[src/design/fmm_pkg.sv]
// Shared types and constants for the mass-matrix MSR stencil block.
// No dependencies; used by every module of the block.
`default_nettype none
package fmm_pkg;

  localparam int CELL_W  = 10;
  localparam int WID_W   = CELL_W + 1;
  localparam int IDX_W   = 23;
  localparam int UNIT_W  = 32;
  localparam int COEFF_W = 36;
  localparam int WT_W    = 4;
  localparam int NB_N    = 6;
  localparam int SLOT_N  = NB_N + 2;
  localparam int SLOT_W  = 3;
  localparam int QDEPTH  = 4;
  localparam int QPTR_W  = 2;
  localparam int CFG_IDX_W = 2;

  typedef enum logic [1:0] {
    KIND_DIAG  = 2'd0,
    KIND_OFF   = 2'd1,
    KIND_CLOSE = 2'd2
  } entry_kind_e;

  localparam logic [CFG_IDX_W-1:0] CFG_CELLS_X   = 2'd0;
  localparam logic [CFG_IDX_W-1:0] CFG_CELLS_Y   = 2'd1;
  localparam logic [CFG_IDX_W-1:0] CFG_MASS_UNIT = 2'd2;

  // one classified node, handed from front to back
  typedef struct packed {
    logic [IDX_W-1:0] node_idx;
    logic [WID_W-1:0] width;
    logic [IDX_W-1:0] n_nodes;
    logic [IDX_W-1:0] rp;
    logic [IDX_W-1:0] rp_end;
    logic             xlo;
    logic             xhi;
    logic             ylo;
    logic             yhi;
    logic             last_node;
  } node_desc_t;

  typedef struct packed {
    logic full;
    logic empty;
  } queue_status_t;

endpackage
`default_nettype wire

[src/design/fmm_front.sv]
// Front end: accepts grid nodes, clamps them, classifies neighbors and tracks
// the running row pointer. Depends on fmm_pkg.
`default_nettype none
module fmm_front (
  input  wire logic                         clk_i,
  input  wire logic                         rst_ni,
  input  wire logic [fmm_pkg::CELL_W-1:0]   cells_x_i,
  input  wire logic [fmm_pkg::CELL_W-1:0]   cells_y_i,
  input  wire logic                         in_valid_i,
  input  wire logic [fmm_pkg::CELL_W-1:0]   node_col_i,
  input  wire logic [fmm_pkg::CELL_W-1:0]   node_row_i,
  input  wire logic                         restart_i,
  input  wire fmm_pkg::queue_status_t       q_status_i,
  output logic                              push_o,
  output fmm_pkg::node_desc_t               desc_o
);

  logic [fmm_pkg::CELL_W-1:0] nx, ny, col, row;
  logic [fmm_pkg::WID_W-1:0]  w, ny1;
  logic [2*fmm_pkg::WID_W-1:0] nodes_full;
  logic [fmm_pkg::CELL_W+fmm_pkg::WID_W-1:0] row_off;
  logic [fmm_pkg::IDX_W-1:0]  n_nodes, rp_base, rp_q, rp_d;
  logic xlo, xhi, ylo, yhi;
  logic [fmm_pkg::NB_N-1:0] present;
  logic [2:0] m;

  always_comb begin
    nx  = (cells_x_i == '0) ? fmm_pkg::CELL_W'(1) : cells_x_i;
    ny  = (cells_y_i == '0) ? fmm_pkg::CELL_W'(1) : cells_y_i;
    col = (node_col_i > nx) ? nx : node_col_i;
    row = (node_row_i > ny) ? ny : node_row_i;
    w   = {1'b0, nx} + fmm_pkg::WID_W'(1);
    ny1 = {1'b0, ny} + fmm_pkg::WID_W'(1);
    nodes_full = w * ny1;
    row_off    = row * w;
    n_nodes    = fmm_pkg::IDX_W'(nodes_full);
    xlo = (col != '0);
    xhi = (col < nx);
    ylo = (row != '0);
    yhi = (row < ny);
    present = {xhi & yhi, yhi, xlo, xlo & ylo, ylo, xhi};
    m = 3'($countones(present));
    rp_base = restart_i ? (n_nodes + fmm_pkg::IDX_W'(1)) : rp_q;
    rp_d    = rp_base + fmm_pkg::IDX_W'(m);

    desc_o.node_idx  = fmm_pkg::IDX_W'(row_off) + fmm_pkg::IDX_W'(col);
    desc_o.width     = w;
    desc_o.n_nodes   = n_nodes;
    desc_o.rp        = rp_base;
    desc_o.rp_end    = rp_d;
    desc_o.xlo       = xlo;
    desc_o.xhi       = xhi;
    desc_o.ylo       = ylo;
    desc_o.yhi       = yhi;
    desc_o.last_node = (col == nx) && (row == ny);
  end

  assign push_o = in_valid_i && !q_status_i.full;

  always_ff @(posedge clk_i or negedge rst_ni) begin
    if (!rst_ni) begin
      rp_q <= '0;
    end else if (push_o) begin
      rp_q <= rp_d;
    end
  end

endmodule
`default_nettype wire

[src/design/fmm_queue.sv]
// Short FIFO of node descriptors between front and back.
// Depends on fmm_pkg.
`default_nettype none
module fmm_queue (
  input  wire logic                  clk_i,
  input  wire logic                  rst_ni,
  input  wire logic                  push_i,
  input  wire fmm_pkg::node_desc_t   wdata_i,
  input  wire logic                  pop_i,
  output fmm_pkg::node_desc_t        rdata_o,
  output fmm_pkg::queue_status_t     status_o
);

  fmm_pkg::node_desc_t mem_q [fmm_pkg::QDEPTH];
  logic [fmm_pkg::QPTR_W-1:0] wr_q, rd_q;
  logic [fmm_pkg::QPTR_W:0]   cnt_q;

  assign status_o.full  = (cnt_q == (fmm_pkg::QPTR_W+1)'(fmm_pkg::QDEPTH));
  assign status_o.empty = (cnt_q == '0);
  assign rdata_o = mem_q[rd_q];

  always_ff @(posedge clk_i) begin
    if (push_i) begin
      mem_q[wr_q] <= wdata_i;
    end
  end

  always_ff @(posedge clk_i or negedge rst_ni) begin
    if (!rst_ni) begin
      wr_q  <= '0;
      rd_q  <= '0;
      cnt_q <= '0;
    end else begin
      if (push_i) wr_q <= wr_q + fmm_pkg::QPTR_W'(1);
      if (pop_i)  rd_q <= rd_q + fmm_pkg::QPTR_W'(1);
      unique case ({push_i, pop_i})
        2'b10:   cnt_q <= cnt_q + (fmm_pkg::QPTR_W+1)'(1);
        2'b01:   cnt_q <= cnt_q - (fmm_pkg::QPTR_W+1)'(1);
        default: cnt_q <= cnt_q;
      endcase
    end
  end

endmodule
`default_nettype wire

[src/design/fmm_back.sv]
// Back end: walks head-descriptor entries into the output register, one per
// cycle unless stalled, scaling weights by the mass unit. Depends on fmm_pkg.
`default_nettype none
module fmm_back (
  input  wire logic                          clk_i,
  input  wire logic                          rst_ni,
  input  wire logic [fmm_pkg::UNIT_W-1:0]    mass_unit_i,
  input  wire fmm_pkg::node_desc_t           desc_i,
  input  wire fmm_pkg::queue_status_t        q_status_i,
  output logic                               pop_o,
  output logic                               out_valid_o,
  input  wire logic                          out_stall_i,
  output logic [1:0]                         entry_kind_o,
  output logic [fmm_pkg::IDX_W-1:0]          position_o,
  output logic [fmm_pkg::IDX_W-1:0]          index_word_o,
  output logic [fmm_pkg::COEFF_W-1:0]        coeff_o,
  output logic                               last_o
);

  logic [fmm_pkg::SLOT_N-1:0] done_q, full_mask, pending, sel;
  logic [2:0] k_q;
  logic [fmm_pkg::SLOT_W-1:0] slot;
  logic [fmm_pkg::NB_N-1:0] present;
  logic [fmm_pkg::WT_W-1:0] wx, wy, wt, diag_wt;
  logic [fmm_pkg::IDX_W-1:0] wext, base;
  logic advance, last_entry, is_nb;
  fmm_pkg::entry_kind_e kind;
  logic [fmm_pkg::IDX_W-1:0] pos, idx;
  logic [fmm_pkg::COEFF_W-1:0] prod;

  logic                          valid_q;
  logic [1:0]                    kind_q;
  logic [fmm_pkg::IDX_W-1:0]     pos_q, idx_q;
  logic [fmm_pkg::COEFF_W-1:0]   coeff_q;
  logic                          last_q;

  always_comb begin
    wx = fmm_pkg::WT_W'(desc_i.xlo) + fmm_pkg::WT_W'(desc_i.xhi);
    wy = fmm_pkg::WT_W'(desc_i.ylo) + fmm_pkg::WT_W'(desc_i.yhi);
    present = {desc_i.xhi & desc_i.yhi, desc_i.yhi, desc_i.xlo,
               desc_i.xlo & desc_i.ylo, desc_i.ylo, desc_i.xhi};
    // diagonal = sum of the present neighbor weights
    diag_wt = (present[0] ? wy : '0) + (present[1] ? wx : '0)
            + (present[2] ? fmm_pkg::WT_W'(2) : '0) + (present[3] ? wy : '0)
            + (present[4] ? wx : '0) + (present[5] ? fmm_pkg::WT_W'(2) : '0);
    full_mask = {desc_i.last_node, present, 1'b1};
    pending   = full_mask & ~done_q;
    sel       = pending & (~pending + fmm_pkg::SLOT_N'(1));
    slot = '0;
    for (int s = fmm_pkg::SLOT_N - 1; s >= 0; s--) begin
      if (pending[s]) slot = fmm_pkg::SLOT_W'(s);
    end
    last_entry = ((pending & ~sel) == '0);
    is_nb = (slot != '0) && (slot != fmm_pkg::SLOT_W'(fmm_pkg::SLOT_N - 1));

    wext = fmm_pkg::IDX_W'(desc_i.width);
    base = desc_i.node_idx;
    kind = fmm_pkg::KIND_OFF;
    pos  = desc_i.rp + fmm_pkg::IDX_W'(k_q);
    idx  = base;
    wt   = '0;
    unique case (slot)
      3'd0: begin
        kind = fmm_pkg::KIND_DIAG;
        pos  = base;
        idx  = desc_i.rp;
        wt   = diag_wt;
      end
      3'd1: begin idx = base + fmm_pkg::IDX_W'(1);        wt = wy; end
      3'd2: begin idx = base - wext;                      wt = wx; end
      3'd3: begin idx = base - wext - fmm_pkg::IDX_W'(1); wt = fmm_pkg::WT_W'(2); end
      3'd4: begin idx = base - fmm_pkg::IDX_W'(1);        wt = wy; end
      3'd5: begin idx = base + wext;                      wt = wx; end
      3'd6: begin idx = base + wext + fmm_pkg::IDX_W'(1); wt = fmm_pkg::WT_W'(2); end
      default: begin
        kind = fmm_pkg::KIND_CLOSE;
        pos  = desc_i.n_nodes;
        idx  = desc_i.rp_end;
        wt   = '0;
      end
    endcase
    prod = fmm_pkg::COEFF_W'(wt) * fmm_pkg::COEFF_W'(mass_unit_i);
  end

  assign advance = !q_status_i.empty && (!valid_q || !out_stall_i);
  assign pop_o   = advance && last_entry;

  always_ff @(posedge clk_i or negedge rst_ni) begin
    if (!rst_ni) begin
      valid_q <= 1'b0;
      done_q  <= '0;
      k_q     <= '0;
    end else begin
      if (!valid_q || !out_stall_i) valid_q <= !q_status_i.empty;
      if (advance) begin
        if (last_entry) begin
          done_q <= '0;
          k_q    <= '0;
        end else begin
          done_q <= done_q | sel;
          if (is_nb) k_q <= k_q + 3'd1;
        end
      end
    end
  end

  always_ff @(posedge clk_i) begin
    if (advance) begin
      kind_q  <= kind;
      pos_q   <= pos;
      idx_q   <= idx;
      coeff_q <= prod;
      last_q  <= last_entry;
    end
  end

  assign out_valid_o  = valid_q;
  assign entry_kind_o = kind_q;
  assign position_o   = pos_q;
  assign index_word_o = idx_q;
  assign coeff_o      = coeff_q;
  assign last_o       = last_q;

endmodule
`default_nettype wire

[src/design/fem_mass_matrix_msr_stencil.sv]
// Top level of the P1 mass-matrix MSR stencil: config registers, front end,
// descriptor queue and back end. Depends on fmm_pkg and the fmm_* modules.
//
// Usage:
//   Config: write cells_x (index 0), cells_y (1), mass_unit (2) through the
//   cfg port while no nodes are in flight; cfg_ready_o is always high.
//   Input: one grid node per accepted transfer (in_valid_i high, in_stall_o
//   low). The front end classifies a node combinationally and queues it, so a
//   node can be accepted every cycle until the four-entry queue fills.
//   Output: each node yields 3 to 7 entries (diagonal, 2..6 off-diagonal,
//   closing pointer at the last node), one per cycle unless out_stall_i holds
//   the back end's output register; last_o flags the final entry of a node.
//   Path: an accepted node is written into the queue; its entries then pass,
//   one after another, through the single output register of the back end,
//   so the queue can take new nodes while the back end is busy with one.
//   Stall: out_stall_i holds the output register; the queue absorbs up to
//   four nodes before in_stall_o rises.
//   Reset: row pointer 0, queue empty, cells_x = cells_y = 1, mass_unit = 0.
`default_nettype none
module fem_mass_matrix_msr_stencil (
  input  wire logic                              clk_i,
  input  wire logic                              rst_ni,
  input  wire logic                              cfg_valid_i,
  output logic                                   cfg_ready_o,
  input  wire logic [fmm_pkg::CFG_IDX_W-1:0]     cfg_index_i,
  input  wire logic [fmm_pkg::UNIT_W-1:0]        cfg_data_i,
  input  wire logic                              in_valid_i,
  output logic                                   in_stall_o,
  input  wire logic [fmm_pkg::CELL_W-1:0]        node_col_i,
  input  wire logic [fmm_pkg::CELL_W-1:0]        node_row_i,
  input  wire logic                              restart_i,
  output logic                                   out_valid_o,
  input  wire logic                              out_stall_i,
  output logic [1:0]                             entry_kind_o,
  output logic [fmm_pkg::IDX_W-1:0]              position_o,
  output logic [fmm_pkg::IDX_W-1:0]              index_word_o,
  output logic [fmm_pkg::COEFF_W-1:0]            coeff_o,
  output logic                                   last_o
);

  logic [fmm_pkg::CELL_W-1:0] cells_x_q, cells_y_q;
  logic [fmm_pkg::UNIT_W-1:0] mass_unit_q;
  fmm_pkg::node_desc_t    push_desc, head_desc;
  fmm_pkg::queue_status_t q_status;
  logic push, pop;

  assign cfg_ready_o = 1'b1;
  assign in_stall_o  = q_status.full;

  always_ff @(posedge clk_i or negedge rst_ni) begin
    if (!rst_ni) begin
      cells_x_q   <= fmm_pkg::CELL_W'(1);
      cells_y_q   <= fmm_pkg::CELL_W'(1);
      mass_unit_q <= '0;
    end else if (cfg_valid_i && cfg_ready_o) begin
      unique case (cfg_index_i)
        fmm_pkg::CFG_CELLS_X:   cells_x_q   <= cfg_data_i[fmm_pkg::CELL_W-1:0];
        fmm_pkg::CFG_CELLS_Y:   cells_y_q   <= cfg_data_i[fmm_pkg::CELL_W-1:0];
        fmm_pkg::CFG_MASS_UNIT: mass_unit_q <= cfg_data_i;
        default: ;
      endcase
    end
  end

  fmm_front u_front (
    .clk_i      (clk_i),
    .rst_ni     (rst_ni),
    .cells_x_i  (cells_x_q),
    .cells_y_i  (cells_y_q),
    .in_valid_i (in_valid_i),
    .node_col_i (node_col_i),
    .node_row_i (node_row_i),
    .restart_i  (restart_i),
    .q_status_i (q_status),
    .push_o     (push),
    .desc_o     (push_desc)
  );

  fmm_queue u_queue (
    .clk_i    (clk_i),
    .rst_ni   (rst_ni),
    .push_i   (push),
    .wdata_i  (push_desc),
    .pop_i    (pop),
    .rdata_o  (head_desc),
    .status_o (q_status)
  );

  fmm_back u_back (
    .clk_i        (clk_i),
    .rst_ni       (rst_ni),
    .mass_unit_i  (mass_unit_q),
    .desc_i       (head_desc),
    .q_status_i   (q_status),
    .pop_o        (pop),
    .out_valid_o  (out_valid_o),
    .out_stall_i  (out_stall_i),
    .entry_kind_o (entry_kind_o),
    .position_o   (position_o),
    .index_word_o (index_word_o),
    .coeff_o      (coeff_o),
    .last_o       (last_o)
  );

endmodule
`default_nettype wire

[config.mk]
export PLATFORM = sky130hd
export DESIGN_NAME = fem_mass_matrix_msr_stencil
export DESIGN_NICKNAME = d
export VERILOG_FILES = /design/src/design/fmm_pkg.sv /design/src/design/fmm_front.sv /design/src/design/fmm_queue.sv /design/src/design/fmm_back.sv /design/src/design/fem_mass_matrix_msr_stencil.sv
export SDC_FILE = /design/constraint.sdc
export NUM_CORES = 2
export LEC_CHECK = 0
export ABC_CLOCK_PERIOD_IN_PS = 20900
export BUFFER_PORTS_ARGS = -buffer_cell sky130_fd_sc_hd__buf_2
export CAP_MARGIN = 20
export CORE_AREA = 2 2 349 351
export DETAILED_ROUTE_END_ITERATION = 7
export DIE_AREA = 0 0 351 353
export GPL_TIMING_DRIVEN = 0
export HOLD_SLACK_MARGIN = 0.1
export RECOVER_POWER = 50
export SLEW_MARGIN = 20
export SYNTH_ARGS = -nofsm -noshare
export SYNTH_HDL_FRONTEND = slang
export SYNTH_SLANG_ARGS = --single-unit
[constraint.sdc]
create_clock -name clk_i -period 20.9 [get_ports clk_i]
set_input_delay 2.09 -clock clk_i [delete_from_list [all_inputs] [get_ports clk_i]]
set_output_delay 2.09 -clock clk_i [all_outputs]
set_load 0.05 [all_outputs]
==> impl_results.md <==
- Status: finished with violations
- Failing checks: capacitance limit, slew limit
- Reg-to-reg critical path startpoint: cells_x_q[0]
- Worst skew pair latency: 0.66 ns
- Rel. slew slack: -129.3%
- Longest Clk Path Bufs: 3
- H-Tree Depth: 2
- Full die area: 123900 sq um
- Cell repeated most along the worst path: fa_1
- IO Port Bufs: 146
- R2R cell count: 28
- CTS tree: done
- FF+latch count, synth: 603
- Crit. Startpoint: cells_x_q[0]
- Top Usage Layer GRT: met2
- Mean area per synthesized cell: ~11 sq um
- Setup CP Type: reg2reg
- Row count: between 100 and 150
- Die Y: ~350 um
- First-pass GRT wire length: ~180 mm
- Placer Congestion: between 0.9 and 1
- Slew Limit Fails: 575
- Commonest non-fill, non-tap cell in the layout: edfxtp_1
- Initial DRC Count: approximately 2500
- CP Depth: 28
- Post-synth cell types: about 120
- Vias in the first global route: approximately 29000
- CP delay by family, top: simple AND/OR/NAND/NOR gates
- Synth Net Count: about 4200
- Critical path peak fanout: 9
- Largest net degree at the start of global routing: 52
- Clk_skew: 0.07438 ns
- Met2 usage: 31.37%
- Min Tclk post-route: ~10 ns
- Clk sinks: 603
- Core Util, Final: approximately 39%
- Critical Path Slowest Stage Cell: nor3_1
- Vias: just under 30000
- Initial antenna violation count: 4
- Post_cts resized: 0
- CP endpoint kind: flop
- Startpoint type of the worst setup path: flop
- R2R Path End: u_front.rp_q[22]
- Register area share after synthesis: 42.22%
- Final nets: ~4400
- Core ar.: between 100000 and 150000 sq um
- Critical path endpoint: u_front.rp_q[22]
- Share of cells above drive strength 1: 12.90%
- Syn Inst Count: roughly 3700
- # IOs: 148
- Drc violations: 0
- Post-synth EDFFs: approximately 500
- Layout fillers: around 12000
- Final setup TNS: 0 ns
- M1 GR Usage: about 26%
- Crit path arrival time: roughly 11 ns
- Die X: 351 um
- Commonest non-fill, non-tap cells in the layout: 509 x edfxtp_1, 382 x inv_1, 377 x nand2_1
- # hold bufs at CTS: 0
- Drt via density: between 5 and 6
- Placed inst area: roughly 45000 sq um
- WL per Instance: about 21 um
- Max frequency: approximately 98 MHz
- RSZ-0062 raised after global routing: no
- Flop-to-flop setup slack: between 10 and 15 ns
- Ys async rst share: between 15 and 20%
- Detailed placement HPWL: ~91 mm
- Initial DRT Pass Iterations: 7
- Antenna cell count: 0
- Synth Flop Type: edfxtp_1
- Max Cap Viol: 14
- Initial Utilization: between 30% and 40%
- CTS root buffer: clkbuf_16
- DRT antenna net count: 0
- Area grow syn2layout: 11.34%
- TritonCTS Buffers: 58
- Final instance area: 46520 sq um
- Total track usage: 18.84%
- Fin. Hold Viols: 0
- Worst-path clk slew: roughly 0.07 ns
- Worst-Margin Slew: around 3.4 ns
- Slowest stage delay, CP: 0.77 ns
- Hold crit path type: reg2reg
- Gr ovfl total: 0
- Post-route clock period utilization: 49.06%
- WP buf/inv: 4
- Worst EP required: approximately 21 ns
- Final WL: 117.7 mm
- GR Util met3: just under 2%
- Final setup vio count: 0
- Ys Warns: 0
- Syn Std Cell Area: 41780 sq um
- Postcts setup bufs: 0
[state kept, by name, summed over array words and instances (netlist names)]
signal               flops
u_front.rp_q            23
u_queue.wr_q             2
cells_x_q               10
u_queue.mem_q          424
mass_unit_q             32
u_back.position_o       23
u_back.index_word_o     23
u_back.entry_kind_o      2
u_back.last_o            1
u_back.out_valid_o       1
u_back.k_q               3
u_back.done_q            8
u_back.coeff_o          36
u_queue.rd_q             2
u_queue.cnt_q            3
cells_y_q               10
[worst min-delay path by stage]
stage	from	endpoint	slack, ns	cells after the start
6_report	u_back.out_valid_o	u_back.out_valid_o	0.49	2
4_1_cts	u_queue.cnt_q[2]	u_queue.cnt_q[2]	0.50	1
5_1_grt	u_front.rp_q[6]	u_front.rp_q[6]	0.52	1
2_1_floorplan	u_back.k_q[2]	u_back.k_q[2]	0.45	1
3_5_place_dp	u_back.done_q[6]	u_back.done_q[6]	0.48	2
3_3_place_gp	u_back.done_q[7]	u_back.done_q[7]	0.47	2
[per-layer routing]
metal | up-vias | wire length (um)
met5 | - | 13
met4 | 2 | 3861
met3 | 177 | 6213
met2 | 890 | 56570
met1 | 14530 | 51000
li1 | 13350 | -
[through the flow]
stage	instances	hold WS [ns]	setup WS, ns
CTS	5546	0.4965	10.73
finish	5547	0.4945	10.65
detailed placement	5438	0.4821	10.30
global placement	5425	0.4717	8.882
floorplan	3654	0.4521	11.91
global route	5547	0.5162	9.972
[cell families after synthesis]
logic type,Yosys count,share of synthesized area (%)
flip-flops,603,42.22
buffers and inverters,536,4.956
adder cells (fa/ha/maj),481,18.61
multiplexers,205,8.337
AO/OA/AOI/OAI,545,9.011
AND/OR/NAND/NOR,1060,12.15
other,1,0.008976
XOR/XNOR,223,4.711
[cell usage after synthesis (20+ instances only)]
master	number	area (sq um)
dfrtp_1	92	2302
nand4_1	29	181.4
a22oi_1	21	157.7
ha_1	247	3090
o21ai_0	121	605.6
nand3_1	61	305.3
edfxtp_1	509	15280
a21oi_1	112	560.5
mux4_2	106	2387
clkbuf_1	110	412.9
nor2b_1	26	162.7
a221oi_1	20	175.2
fa_1	234	4684
mux2_2	83	934.7
xor2_1	71	621.9
nor3_1	51	255.2
nand2b_1	29	181.4
a21o_1	49	367.9
inv_1	382	1434
and3_1	34	212.7
a31oi_1	30	187.7
nor2_1	274	1028
and2_1	76	475.5
nand2_1	377	1415
xnor2_1	150	1314
o21a_1	26	195.2
[area by class of cell]
| cell class | count | area (sq um) | share of cell area (%) |
|---|---|---|---|
| multi-input combinational | 2515 | 22090 | 47.50 |
| sequential | 603 | 17640 | 37.92 |
| tap | 1625 | 2033 | 4.371 |
| clock buffer | 84 | 1599 | 3.437 |
| inverter | 388 | 1458 | 3.133 |
| timing repair buffer | 160 | 813.3 | 1.748 |
| buffer | 148 | 614.3 | 1.321 |
| clock inverter | 24 | 266.5 | 0.5729 |
[worst min-delay path, cell delays in order (launching register included)]
cell and delay, ns:
dfrtp_1 0.36, nand2_1 0.06, nand2_1 0.05
Power is left out: the tool's default activity adds up to more than one toggle a clock period on the data nets, which glitch-free logic cannot reach.
